`config.mk`:
```
export PLATFORM = sky130hd
export DESIGN_NAME = smsort_mem
export DESIGN_NICKNAME = d
export VERILOG_FILES = /design/src/smsort_mem.sv
export SDC_FILE = /design/constraint.sdc
export NUM_CORES = 2
export LEC_CHECK = 0
export BUFFER_PORTS_ARGS = -buffer_cell sky130_fd_sc_hd__buf_2
export CAP_MARGIN = 5
export CORE_ASPECT_RATIO = 0.5
export CORE_UTILIZATION = 46
export CTS_CLUSTER_SIZE = 10
export DETAILED_ROUTE_END_ITERATION = 16
export PLACE_DENSITY = 0.61
export SETUP_SLACK_MARGIN = 0.05
export SLEW_MARGIN = 20
export SYNTH_ARGS = -nofsm -noshare
export SYNTH_HDL_FRONTEND = slang
export SYNTH_SLANG_ARGS = --single-unit
```
`constraint.sdc`:
```
create_clock -name clk -period 10.6 [get_ports clk]
set_clock_uncertainty 0.2 [all_clocks]
set_input_delay 0.53 -clock clk [delete_from_list [all_inputs] [get_ports clk]]
set_output_delay 0.53 -clock clk [all_outputs]
set_load 0.02 [all_outputs]
```
`src/smsort_mem.sv`:
```
// Simple dual-port RAM: one write port, one read port, registered read data.
// Standalone; instantiated twice by the sorter top level.
module smsort_mem #(
    parameter int DEPTH = 64,
    parameter int WIDTH = 64,
    parameter int AW    = 6
) (
    input  logic             clk,
    input  logic             we,
    input  logic [AW-1:0]    waddr,
    input  logic [WIDTH-1:0] wdata,
    input  logic             re,
    input  logic [AW-1:0]    raddr,
    output logic [WIDTH-1:0] rdata
);

    logic [WIDTH-1:0] mem [DEPTH];
    logic [WIDTH-1:0] rdata_reg;

    always_ff @(posedge clk)
    begin
        if (we)
        begin
            mem[waddr] <= wdata;
        end
    end

    // read data holds until the next read
    always_ff @(posedge clk)
    begin
        if (re)
        begin
            rdata_reg <= mem[raddr];
        end
    end

    assign rdata = rdata_reg;

endmodule

```
# == Word level (Yosys, flattened, before mapping) ==
# Memories as Yosys holds them, arrays and structs flattened. A register that Yosys moved wholly into a read port is not among the register bits.
# Cells that the tools add are included.
# classes
mux,2
# ops
cell,count
$mux 1,2
# word_totals
reg_bits,0
mem_bits_rw,4096
output_inout_bits,64
elab_cells,3
memories,1
# mem_list
name,words,width,rd,rd_clocked_by_memory_dff,wr,line_no,rtl
mem,64,64,1,1,1,17,logic [WIDTH-1:0] mem [DEPTH];

# == Longest topological paths before layout ==
# logic_depth
ltp_word,2
depth_mapped,9
mapped_depth_nobuf,5

# == Worst setup path after synthesis ==
# No wires, ideal clock.
# synth_timing
path_type,input to register
from,input waddr[3]
to,memory mem[48][0] (enable)
arrival_ps,5402
t_required_ps,9836
slack_ps,4434
stages,4
path_cell_list,clkbuf_1 > nor2b_1 > nand4b_1 > nor3_1
# synth_rtl
item,line_no,rtl
"start, declared",10,"input logic [AW-1:0] waddr,"
"end, declared",17,
# Straight into the memory's write port.

==> key figures <==
Status
  • Outcome: complete, no violations

Logic synthesis
  • Post-synthesis compound-gate area fraction: 0.0247
  • Syn Nets: 6677
  • Asr flop ratio synth: 0
  • Avg Cell Area, Syn: 23.8 sq um
  • Synth Warn #: 0
  • Post-synthesis mux area share: 0.156
  • Register area share after synthesis: 0.796
  • Synth Instances: 6598
  • Xor and xnor area share after synthesis: 0
  • Register bit total from synthesis: 4160
  • Commonest register cell after synthesis: edfxtp_1
  • Synthesized cell area: 0.157 sq mm
  • Post-synthesis adder-cell area fraction: 0
  • Combinational family with the most area after synthesis: multiplexers
  • Post-synth cell types: 32
  • Number of synthesized flops with an enable pin: 4160
  • Simple-gate share of the synthesized area: 0.0123

Floorplan
  • Die height: 415 um
  • Initial Utilization: 0.463
  • Core area: 0.339 sq mm
  • Die W: 828 um
  • # rows: 151
  • Die ar.: 0.344 sq mm
  • Number of top-level pins: 143

Worst hold path
  • Worst Hold Class: primary input to flop
  • Hold_sp: wdata[53]
  • Hold path cells: 1

Placement
  • Placed Area: 0.164 sq mm
  • Port bufs: 142
  • DP Wirelength: 223000 um
  • Final RePlAce weighted congestion: 0.763
  • Post-Place Cells: 11100

Finish
  • Area Growth Syn to Fin: 12.4%
  • Fin cells: 11600
  • Share of post-route cells with drive strength above 1: 0.276
  • Nets: 7137
  • Design area: 0.176 sq mm
  • Largest register FFs: 4096

Clock tree
  • CTS root buf: clkbuf_16
  • Worst-case clock buffer depth: 4
  • CTS tree: built
  • CTS H-Tree Depth: 5
  • # Post-CTS Setup Buffers: 0
  • Clock slew at reported path FFs: 50 ps
  • Clock sink count: 4160
  • Worst-Skew Late Latency: 950 ps
  • Total CTS buffers: 458

GRT
  • Largest net degree at the start of global routing: 109
  • Tot GR Track Use: 0.260
  • Grt met1 use: 0.383
  • Routing usage on met3: 0.0536
  • GR Overflow Total: 0
  • Vias in the first global route: 75300
  • Initial antenna violation count: 42
  • GRT met2 Usage: 0.399
  • Global-route wire length before repair: 620000 um
  • Gr busiest metal: met2

Timing
  • Slew margin rel.: 0.208
  • Final Hold Viols: 0
  • RSZ-0062 raised after global routing: false
  • Fin crit share: 0.367
  • Fin crit period: 3890 ps
  • Fmax: 257 MHz
  • Final Setup Violations: 0
  • Slew Limit Fails: 0
  • Worst-Margin Slew: 1190 ps
  • Setup_tns: 0 ps
  • Hold WS: 98.5 ps

Detailed routing
  • Number of nets still failing antenna checks after routing: 0
  • Drt pass-1 iters: 6
  • Routed wire length: 452000 um
  • Starting DRC count in detailed routing: 11600
  • Vias per inst: 6.61
  • Remaining DRCs: 0
  • Wire per inst: 38.9 um
  • Total vias in the final route: 76800

Critical path
  • CP Max Fanout: 60
  • Setup crit start kind: primary input
  • Crit path launch: raddr[2]
  • Setup CP Type: primary input to flop
  • Required time of the critical path: 11160 ps
  • FF-to-FF path depth: 5
  • Crit path capture type: flop
  • Arr. time, crit path: 4450 ps
  • RR Startpoint: mem[58][8]$_DFFE_PP_

Power and ir drop
  • Worst VDD drop: 0.140 mV
  • Static Leak: 54.4 nW
  • Pwr Density: 190 mW/mm^2

Flow run
  • Max_cap viols: 0
placed cells by master, fill, tap and decap left out, drive strengths merged, types with 45 or more instances in the layout:
cell    netlist  layout
mux4       1024    1024
buf         230     343
o22ai        83      83
clkbuf      140     470
a22o         88      88
nor2        112     112
and3         64      64
nand2        58      58
edfxtp     4160    4160
a22oi       168     168
mux2i       135     135
a211oi       63      63
nand3        45      45
logic make-up (layout without fill, tap and decap cells):
| group | Yosys count | after routing |
|---|---|---|
| AO/OA/AOI/OAI | 504 | 504 |
| AND/OR/NAND/NOR | 386 | 386 |
| buffers and inverters | 389 | 873 |
| multiplexers | 1159 | 1159 |
| other | 0 | 25 |
| flip-flops | 4160 | 4160 |
cell type report:
type | instances | area [sq um]
fillers | 25600 | 163000
flip-flops and latches | 4160 | 125000
multi-input cells | 2049 | 30800
clock buffers | 470 | 11700
well taps | 4513 | 5650
repair buffers | 370 | 3090
clock inverters | 14 | 176
inverters | 19 | 71.3
diodes | 25 | 62.6
critical path, stage by stage:
cell and delay, ps:
buf_8 430, buf_12 420, and2_4 940, buf_12 480, buf_4 630, a22oi_1 150
and3_1 310, a211oi_1 240
Yosys cell counts (20+ instances only):
master    instances  area (sq um)
edfxtp_1       4160        125000
mux4_2         1024         23100
buf_2           170           851
a22oi_1         168          1260
clkbuf_1        140           526
mux2i_1         135          1350
nor2_1          112           420
a22o_1           88           771
o22ai_1          83           519
and3_1           64           400
a211oi_1         63           473
nand2_1          58           218
nand3_1          45           225
o221ai_1         38           333
buf_4            34           255
or3_1            29           181
nor2b_1          28           175
or2_2            28           175
a41oi_1          26           228
buf_1            20          75.1
power by group:
group	total, mW	switching [mW]	internal, mW
combinational	1.57	1.00	0.562
sequential	18.3	0.0699	18.3
clock	13.6	5.93	7.69
metal layers:
layer / share of wire / up-vias / wire (um)
met5: 0.00025 / - / 112
li1: - / 29200 / -
met4: 0.030 / 18 / 13400
met3: 0.11 / 769 / 49600
met1: 0.40 / 42100 / 180000
met2: 0.46 / 4689 / 209000
through the flow:
step                      setup WS [ps]   util  total power [mW]
after global routing               6650  0.520              34.3
after floorplan                    4430      -              19.5
final                              6710  0.520              33.5
after detailed placement           5840  0.484              20.2
after global placement             5870  0.484              20.2
after CTS                          6850  0.519              33.7
final timing paths:
kind                                              to  slack (ps)
worst min-delay path            mem[6][53]$_DFFE_PP_         100
worst max-delay path             rdata[22]$_DFFE_PP_        6710
worst max register to register    rdata[8]$_DFFE_PP_        8260
worst min register to register   rdata[42]$_DFFE_PP_         720
what timing repair did:
| item | 4_1_cts | 5_1_grt |
|---|---|---|
| hold endpoints to repair | 83 | 1291 |
| hold buffers | 2 | 25 |
| gates resized for setup | 0 | 0 |
Power figures use the tool's default switching activity.
